### config.mk
export PLATFORM = sky130hd
export DESIGN_NAME = rast_ram
export DESIGN_NICKNAME = d
export VERILOG_FILES = /design/src/rtl/core/rast_ram.sv
export SDC_FILE = /design/constraint.sdc
export NUM_CORES = 1
export LEC_CHECK = 0
export BUFFER_PORTS_ARGS = -buffer_cell sky130_fd_sc_hd__clkbuf_2
export CORE_MARGIN = 5
export CORE_UTILIZATION = 57
export CTS_BUF_LIST = sky130_fd_sc_hd__clkbuf_8
export CTS_CLUSTER_DIAMETER = 60
export DETAILED_ROUTE_END_ITERATION = 10
export GPL_TIMING_DRIVEN = 0
export HOLD_SLACK_MARGIN = 0.03
export PLACE_DENSITY = 0.78
export SYNTH_ARGS = -nofsm -noshare
export SYNTH_HDL_FRONTEND = slang
export SYNTH_SLANG_ARGS = --single-unit
export TNS_END_PERCENT = 100
### constraint.sdc
create_clock -name clk -period 2.05 [get_ports clk]
set_clock_uncertainty 0.05 [all_clocks]
set_input_delay 0.615 -clock clk [delete_from_list [all_inputs] [get_ports clk]]
set_output_delay 0.615 -clock clk [all_outputs]
set_load 0.01 [all_outputs]
### src/rtl/core/rast_ram.sv
module rast_ram #(
  parameter int unsigned WIDTH = 8,
  parameter int unsigned DEPTH = 16
) (
  input  logic                     clk,
  input  logic                     we,
  input  logic [$clog2(DEPTH)-1:0] wa,
  input  logic [WIDTH-1:0]         wd,
  input  logic [$clog2(DEPTH)-1:0] ra,
  output logic [WIDTH-1:0]         rd
);
  logic [WIDTH-1:0] mem [DEPTH];

  always_ff @(posedge clk) begin
    if (we) begin
      mem[wa] <= wd;
    end
    rd <= mem[ra];
  end
endmodule

* Word level (Yosys, flattened, before mapping)
Memory sizes are Yosys's and may differ from the RTL's. A register that Yosys moved wholly into a read port is not among the register bits. Index checks and enable logic that the tools add are counted.
Word-level totals: flip-flop bits (word level) 0, RAM bits 128, input bits 18, output and inout port bits 8, word-level logic and storage cells 3, memories 1
Operators by class: muxes and demuxes 2
Memory list:
- mem | words 16, bits a word 8, read ports 1, clocked after Yosys merged registers in 1, wr ports 1, RTL line 12 | logic [WIDTH-1:0] mem [DEPTH];
Operators by type and width (number):
- 1-bit two-way mux | 2

* Depth between registers and ports, before layout
Gate-level depths: netlist of the first run.
depth after elaboration 2, mapped depth 5, mapped depth without buffers 3

* Worst setup path after synthesis of the first run
No wires, ideal clock.
kind input to register, start input wa[2], end memory mem[0][0], enable pin, setup time 0.383 ns, arrival time 1.725 ns, data required time 1.617 ns, setup slack -0.108 ns, stages on the path 2, path buffers 0, cell sequence or3b_2 nor3_1
RTL lines:
- start: declaration | RTL line 7 | input logic [$clog2(DEPTH)-1:0] wa,
- end: declaration | RTL line 12
Straight into the memory's write port.

* Worst setup path in the final report of the first run
start input wa[2], end memory mem[1][5], enable pin
Straight into the memory's write port.

==> flow_summary.ini, run 1 <==
[setup_path]
crit_chain = clkbuf_2 -> or3b_2 -> nor2_1
path_max_fanout = 8
cpMaxStageDelayCell = nor2_1
worstPathArrival_ps = 1930
rr_worst_depth = 3
cpPeakStageDelay_ps = 670
cp-end-kind = flop
crit_type = input pin to flop
timing.rr.end = rd[0]$_DFF_P_
worst_ep_required_time_ps = 2030
crit_path_start_kind = input pin
worst_r2r_startpoint = mem[5][0]$_DFFE_PP_
rrSetupSlack_ps = 560

[job]
cap_violations = 0

[global_route]
grt_pass1_wl_mm = 14.4
first_global_vias = 2531
grt_overflow_total = 0
grtUsageTotal_pct = 18.1
antenna_found_initial = 0
grt_max_degree = 17

[synth]
synth_mux_area_share_pct = 15.0
synth_simple_gate_area_share_pct = 3.18
syn_area_per_cell_um2 = 22.5
synth_compound_area_share_pct = 2.33
synth_top_family_by_area = multiplexers
yosys.area.top_type = edfxtp_1
yosys_warnings = 0
ys_types = 19
synth.cell_area_um2 = 5150
seq_area_frac_synth_pct = 77.8
syn_nets = 247
synth_xor_area_share_pct = 0
netlist.area_leader.share_pct = 74.7
ys_ff_latch = 136
synthTopCellsByArea = edfxtp_1 75%, mux4_2 7.9%, mux4_1 7.1%
synthAdderAreaFrac_pct = 0
synthCells = 229

[cells_and_area]
areaGrowthSynthToFinish_pct = 12.5
final_common_cell = edfxtp_1
final_cell_mix = 128 x edfxtp_1, 24 x clkbuf_2, 19 x clkbuf_8
fillerInstances = 549
antennaDiodeCount = 0
final_cell_area_um2 = 5790
drive_gt1_share_pct = 29.1
fin_util_pct = 66.1
fin_nets = 290

[timing]
setup_viol = 0
finalMaxSlewViolations = 0
fin_crit_ps = 1950
fin_ws_ps = 98.3
fin_crit_sh_pct = 95.2
relSlewSlack_pct = 19.8
whs_ps = 601
worst_pin_slew_ps = 1190
hold_viol_final = 0
rsz0062_at_grt = no
tns_ps = 0
clock.fmax_mhz = 512

[cts]
cts_buffers = 17
clockBufferDepth = 2
root_buffer = clkbuf_8
clock_latency_ps = 410
h-tree-depth = 4
tritoncts = yes
path_clk_slew_ps = 80
clkSinkCount = 136
cts_setup_buffers = 0

[route]
top_layer_used = met4
wl_met2_mm = 4.79
first_pass_iters = 5
via_per_inst = 6.03
route.detailed.drc = 0
num_vias = 2369
wl_met3_um = 632
ant_nets = 0
routedWlPerCell_um = 23.8
drt_iter0_drc = 136
wl_met1_mm = 3.83
wl_mm = 9.35

[placed_design]
pre_cts_ws_ps = -358
placedInstanceArea_um2 = 5410
gp_congestion = 0.732
port_buffers = 24
dp_hpwl_mm = 6.02

[die]
core_um2 = 8760
row_count = 34
dieWidth_um = 105
io_pins = 26
fp.dieH_um = 105
die_area_um2 = 11000
start_util_pct = 58.7

[power]
ir_drop_uv = 419
pwr_density_cell_nw_per_um2 = 942
leakage_nw = 1.95

[worst_hold_path]
min_path_cells = 1
hp-start = wd[7]
hold_class = input pin to flop
hold_end = mem[0][7]$_DFFE_PP_

[outcome]
status = finished, final reports clean
-- state kept, by name (all words and copies together), names as in the netlist --
| register | count |
|---|---|
| mem | 128 |
| rd | 8 |
-- layer usage --
metal	GRT usage [%]	up-vias
met5	0	-
met2	28.6	87
met1	24.2	1218
li1	-	1058
met4	6.76	0
met3	5.49	6
-- synth_stat cells (all sizes together) --
master and n:
nand3b 2, dfxtp 8, edfxtp 128, nand2b 2, nor2 13, and2 1
a22oi 16, buf 7, nor3 4, clkdlybuf4s25 3, nor2b 1, or3b 1
mux4 32, nand3 1, nand2 9, and2b 1
-- timing repair --
action | 4_1_cts | 5_1_grt
hold buffers | 0 | 0
endpoints found under the setup margin | 0 | 8
resized for setup | 0 | 1
-- worst max path at each step --
stage	start	end	slack, ps	cells after the start
after floorplan	wa[2]	mem[3][0]$_DFFE_PP_	120	2
after global placement	wa[2]	mem[8][1]$_DFFE_PP_	-390	3
after detailed placement	wa[2]	mem[8][1]$_DFFE_PP_	-360	3
after CTS	wa[2]	mem[8][6]$_DFFE_PP_	80	3
after global routing	wa[3]	mem[4][7]$_DFFE_PP_	30	3
final	wa[2]	mem[1][5]$_DFFE_PP_	100	3
-- critical path: cells and delay by family --
kind                   cells  cell delay (ps)
AND/OR/NAND/NOR            2             1210
buffers and inverters      1              100
-- final cells by class --
cell class | instances | area [um2] | area share [%]
Clock inverter | 13 | 115 | 1.99
Sequential cell | 136 | 4000 | 69.2
Buffer | 10 | 86.3 | 1.49
Tap cell | 108 | 135 | 2.33
Multi-Input combinational cell | 83 | 1070 | 18.4
Timing Repair Buffer | 24 | 120 | 2.07
Clock buffer | 19 | 262 | 4.52
-- stage by stage --
step | std cells | total power, W
2_1_floorplan | 229 | 0.00335
3_5_place_dp | 361 | 0.00348
5_1_grt | 393 | 0.00566
4_1_cts | 393 | 0.00548
6_report | 393 | 0.00545
3_3_place_gp | 361 | 0.00347
-- power by group --
group | internal, W | switching [W]
clock | 0.00112 | 0.000920
combinational | 0.000123 | 0.000173
sequential | 0.00311 | 0.0000149
-- logic make-up (layout without fill, tap and decap cells) --
family          count (synthesis)  after routing
simple gates                   35             35
buf+inv                        10             66
mux                            32             32
flops                         136            136
compound gates                 16             16
(Power assumes the default switching activity.)
==> inputs of run 2 (changes only) <==
--- a/config.mk
+++ b/config.mk
@@ -7,13 +7,13 @@
 export LEC_CHECK = 0
 export BUFFER_PORTS_ARGS = -buffer_cell sky130_fd_sc_hd__clkbuf_2
 export CORE_MARGIN = 5
-export CORE_UTILIZATION = 57
+export CORE_UTILIZATION = 50
 export CTS_BUF_LIST = sky130_fd_sc_hd__clkbuf_8
 export CTS_CLUSTER_DIAMETER = 60
 export DETAILED_ROUTE_END_ITERATION = 10
 export GPL_TIMING_DRIVEN = 0
 export HOLD_SLACK_MARGIN = 0.03
-export PLACE_DENSITY = 0.78
+export PLACE_DENSITY = 0.7
 export SYNTH_ARGS = -nofsm -noshare
 export SYNTH_HDL_FRONTEND = slang
 export SYNTH_SLANG_ARGS = --single-unit
==> flow_summary.ini, run 2 (synthesis results as in run 1) <==
[cells_and_area]
antennaDiodeCount = 0
fin_nets = 290
final_common_cell = edfxtp_1
largest_reg_flops = 128
reg_top3 = mem (128), rd (8)
seq_area_um2 = 4000
final_cell_mix = 128 x edfxtp_1, 24 x clkbuf_2, 18 x mux4_2
fillerInstances = 772
top_register = mem
drive_gt1_share_pct = 29.1
multiInputGateArea_um2 = 1070
fin_util_pct = 57.6
areaGrowthSynthToFinish_pct = 14.0

[route]
num_vias = 2383
ant_nets = 0
routedWlPerCell_um = 22.2
route.detailed.drc = 0
first_pass_iters = 4
wl_mm = 9.36
drt_iter0_drc = 167
via_per_inst = 5.66

[cts]
path_clk_slew_ps = 70
root_buffer = clkbuf_8
clock_latency_ps = 430
cts_setup_buffers = 0
tritoncts = yes
h-tree-depth = 4
clkSinkCount = 136
clockBufferDepth = 2
cts_buffers = 17

[die]
die_area_um2 = 12400
row_count = 37
fp.dieH_um = 111
io_pins = 26
dieWidth_um = 111
start_util_pct = 50.5
core_um2 = 10200

[timing]
rsz0062_at_grt = no
clock.fmax_mhz = 522
fin_ws_ps = 133
relSlewSlack_pct = 23.5
setup_viol = 0
fin_crit_sh_pct = 93.5
tns_ps = 0
whs_ps = 574
finalMaxSlewViolations = 0
worst_pin_slew_ps = 1140
hold_viol_final = 0
fin_crit_ps = 1920

[power]
pwr_density_cell_nw_per_um2 = 968
p_sw_share_pct = 20.1
clkPwrFrac_pct = 39.8
leakage_nw = 1.95
switchingPower_w = 0.00114
seqPwrFrac_pct = 55.0
share_comb_of_total_power_pct = 5.2
p_int_w = 0.00453
ir_drop_uv = 459

[setup_path]
timing.rr.end = rd[1]$_DFF_P_
worstPathArrival_ps = 1920
worst_r2r_startpoint = mem[4][1]$_DFFE_PP_
crit_type = input pin to flop
cp-end-kind = flop
worst_ep_required_time_ps = 2050
rrSetupSlack_ps = 590
path_max_fanout = 8
rr_worst_depth = 3
crit_path_start_kind = input pin

[placed_design]
port_buffers = 24
gp_congestion = 0.773
pre_cts_ws_ps = -351
dp_hpwl_mm = 5.99

[worst_hold_path]
hp-start = wd[6]
hold_end = mem[6][6]$_DFFE_PP_
min_path_cells = 1
hold_class = input pin to flop

[global_route]
grt_pass1_wl_mm = 14.4
grt_max_degree = 17
antenna_found_initial = 0
grt_overflow_total = 0
grtUsageTotal_pct = 16.4
first_global_vias = 2419

[outcome]
status = finished, final reports clean

[job]
cap_violations = 0
==> run 2: cell count changes in the layout (fill, tap and decap cells not counted), sizes merged <==
cell / change
clkinvlp: +1
clkinv: +2
clkbuf: -2
inv: -3
bufinv: +2
==> run 2: layout make-up <==
type | instances | share of cell area, %
Tap cell | 136 | 2.90
Timing Repair Buffer | 24 | 2.05
Buffer | 10 | 1.47
Clock buffer | 17 | 3.99
Clock inverter | 15 | 3.16
Multi-Input combinational cell | 83 | 18.2
Sequential cell | 136 | 68.2
==> run 2: critical path, stage by stage <==
cell and delay [ps]:
clkbuf_2 100, or3b_2 540, nor2_1 670
==> run 2: worst max path at each step <==
stage          start             endpoint  slack (ps)  depth (start not counted)
2_1_floorplan  wa[2]  mem[3][0]$_DFFE_PP_         120                          2
3_3_place_gp   wa[2]  mem[8][1]$_DFFE_PP_        -370                          3
3_5_place_dp   wa[2]  mem[8][3]$_DFFE_PP_        -350                          3
4_1_cts        wa[2]  mem[8][3]$_DFFE_PP_         120                          3
5_1_grt        wa[3]  mem[4][7]$_DFFE_PP_          30                          3
6_report       wa[2]  mem[2][3]$_DFFE_PP_         130                          3
==> run 2: layer usage <==
layer	routed length (um)	global-route usage, %	vias to the layer above
li1	-	-	1057
met1	3860	21.6	1211
met2	4680	25.5	97
met3	588	4.78	18
met4	231	7.95	0
met5	0	0	-
==> run 2: power by group through the flow <==
| stage | registers (W) | logic, W | clock network [W] |
|---|---|---|---|
| floorplan | 0.00319 | 0.000158 | 0 |
| global placement | 0.00318 | 0.000292 | 0 |
| detailed placement | 0.00318 | 0.000299 | 0 |
| CTS | 0.00312 | 0.000301 | 0.00230 |
| global route | 0.00313 | 0.000322 | 0.00244 |
| finish | 0.00312 | 0.000297 | 0.00226 |
==> run 2: metrics by stage <==
stage                     area [um2]  std cells  power, W
after floorplan                 5150        229   0.00335
final                           5870        421   0.00568
after global routing            5870        421   0.00588
after CTS                       5860        421   0.00573
after global placement          5440        389   0.00347
after detailed placement        5440        389   0.00348
==> run 2: repair_timing <==
action / CTS / global route
resized for setup: 0 / 1
endpoints found under the hold margin: 0 / 0
hold buffers: 0 / 0
endpoints found under the setup margin: 0 / 7
==> inputs of run 3 (changes only) <==
--- a/config.mk
+++ b/config.mk
@@ -6,14 +6,16 @@
 export NUM_CORES = 1
 export LEC_CHECK = 0
 export BUFFER_PORTS_ARGS = -buffer_cell sky130_fd_sc_hd__clkbuf_2
+export CELL_PAD_IN_SITES_DETAIL_PLACEMENT = 1
+export CELL_PAD_IN_SITES_GLOBAL_PLACEMENT = 2
 export CORE_MARGIN = 5
-export CORE_UTILIZATION = 50
+export CORE_UTILIZATION = 45
 export CTS_BUF_LIST = sky130_fd_sc_hd__clkbuf_8
 export CTS_CLUSTER_DIAMETER = 60
 export DETAILED_ROUTE_END_ITERATION = 10
 export GPL_TIMING_DRIVEN = 0
 export HOLD_SLACK_MARGIN = 0.03
-export PLACE_DENSITY = 0.7
+export PLACE_DENSITY_LB_ADDON = 0.1
 export SYNTH_ARGS = -nofsm -noshare
 export SYNTH_HDL_FRONTEND = slang
 export SYNTH_SLANG_ARGS = --single-unit
==> flow_summary.ini, run 3 (synthesis results as in run 1) <==
[cts]
cts_buffers = 17
h-tree-depth = 4
root_buffer = clkbuf_8
postCtsHoldBufs = 0
clockBufferDepth = 2
clock_latency_ps = 430
clkSinkCount = 136
tritoncts = yes
path_clk_slew_ps = 70

[setup_path]
path_max_fanout = 8
cpPeakStageDelay_ps = 650
crit_family = simple AND/OR/NAND/NOR gates
crit_buf_inv = 1
worstPathArrival_ps = 1910
timing.rr.end = rd[3]$_DFF_P_
worst_r2r_startpoint = mem[5][3]$_DFFE_PP_
cpMaxStageDelayCell = nor2_1
crit_path_start_kind = input pin
crit_chain = clkbuf_2 -> or3b_2 -> nor2_1
rrSetupSlack_ps = 580
worst_ep_required_time_ps = 2050
cp-end-kind = flop
crit_type = input pin to flop
rr_worst_depth = 3

[die]
row_count = 39
core_um2 = 11300
fp.dieH_um = 117
start_util_pct = 45.5
io_pins = 26
die_area_um2 = 13700
dieWidth_um = 117

[outcome]
status = finished, final reports clean

[route]
wl_mm = 10.4
drt_iter0_drc = 151
ant_nets = 0
routedWlPerCell_um = 24.2
via_per_inst = 5.46
route.detailed.drc = 0
num_vias = 2338
first_pass_iters = 4

[timing]
fin_crit_sh_pct = 92.9
fin_ws_ps = 145
setup_viol = 0
fin_crit_ps = 1900
rsz0062_at_grt = no
tns_ps = 0
finalMaxSlewViolations = 0
relSlewSlack_pct = 15.2
worst_pin_slew_ps = 1260
clock.fmax_mhz = 525
hold_viol_final = 0

[placed_design]
dp_cells = 396
pre_cts_ws_ps = -537
dp_hpwl_mm = 6.65
gp_congestion = 0.685
port_buffers = 24

[worst_hold_path]
min_path_cells = 1
hold_class = input pin to flop
hp-start = wd[4]
hold_end = mem[7][4]$_DFFE_PP_

[cells_and_area]
final_cell_mix = 128 x edfxtp_1, 24 x clkbuf_2, 18 x mux4_2
top_register = mem
reg_top3 = mem (128), rd (8)
antennaDiodeCount = 0
areaGrowthSynthToFinish_pct = 13.9
fin_cells = 428
final_common_cell = edfxtp_1
fin_nets = 290
fillerInstances = 1016
largest_reg_flops = 128
drive_gt1_share_pct = 28.8

[global_route]
grt_pass1_wl_mm = 15.6
grt_overflow_total = 0
grtUsageTotal_pct = 16.8
first_global_vias = 2483
grt_max_degree = 17
antenna_found_initial = 0

[power]
pwr_density_cell_nw_per_um2 = 966
ir_drop_uv = 419
total_power_w = 0.00567
leakage_nw = 1.96

[job]
cap_violations = 0
run 3: cell types whose count changed in the layout (fill, tap and decap cells not counted):
cell / previous run / this run
clkinv_2: 2 / 5
clkinvlp_4: 3 / 0
clkinv_4: 2 / 0
inv_1: 1 / 3
nor3_1: 2 / 1
nor3_2: 2 / 3
run 3: where the power goes:
group / switching, W / internal (W)
Combinational: 0.000183 / 0.000123
Clock: 0.000951 / 0.00129
Sequential: 0.0000142 / 0.00311
Total: 0.00115 / 0.00452
run 3: layout make-up:
type / count / area [um2] / share of cell area (%)
clock inverters: 15 / 168 / 2.86
clock buffers: 17 / 234 / 3.99
multi-input cells: 83 / 1070 / 18.3
plain buffers: 10 / 86.3 / 1.47
flip-flops and latches: 136 / 4000 / 68.3
well taps: 143 / 179 / 3.05
repair buffers: 24 / 120 / 2.05
run 3: worst register-to-register path, stage by stage, from the launching register on:
cell and delay [ps]:
edfxtp_1 370, mux4_1 590, a22oi_1 270, nand2_1 80
run 3: timing repair:
action / 4_1_cts / 5_1_grt
gates resized for setup: 1 / 1
setup buffers: 0 / 0
setup endpoints to repair: 8 / 8
run 3: stage by stage:
stage	utilization (%)	hold slack, ps	instance area (um2)
after floorplan	-	579	5150
after global placement	48.2	622	5450
after detailed placement	48.2	635	5450
after CTS	51.7	568	5860
after global routing	51.8	592	5860
final	51.8	604	5860
run 3: worst max path at each step:
stage / startpoint / endpoint / slack, ps / cells past startpoint
3_3_place_gp: wa[2] / mem[8][1]$_DFFE_PP_ / -460 / 3
3_5_place_dp: wa[2] / mem[8][1]$_DFFE_PP_ / -540 / 3
5_1_grt: wa[2] / mem[2][7]$_DFFE_PP_ / 70 / 3
4_1_cts: wa[3] / mem[4][1]$_DFFE_PP_ / 70 / 3
6_report: wa[2] / mem[2][7]$_DFFE_PP_ / 150 / 3
2_1_floorplan: wa[2] / mem[3][0]$_DFFE_PP_ / 120 / 2
run 3: layer usage:
metal | up-vias | routed length [um] | global-route usage [%] | share of wire (%)
li1 | 1063 | - | - | -
met1 | 1215 | 4930 | 24.6 | 48
met2 | 51 | 4850 | 24.4 | 47
met3 | 9 | 448 | 4.27 | 4.3
met4 | 0 | 132 | 6.19 | 1.3
met5 | - | 0 | 0 | 0
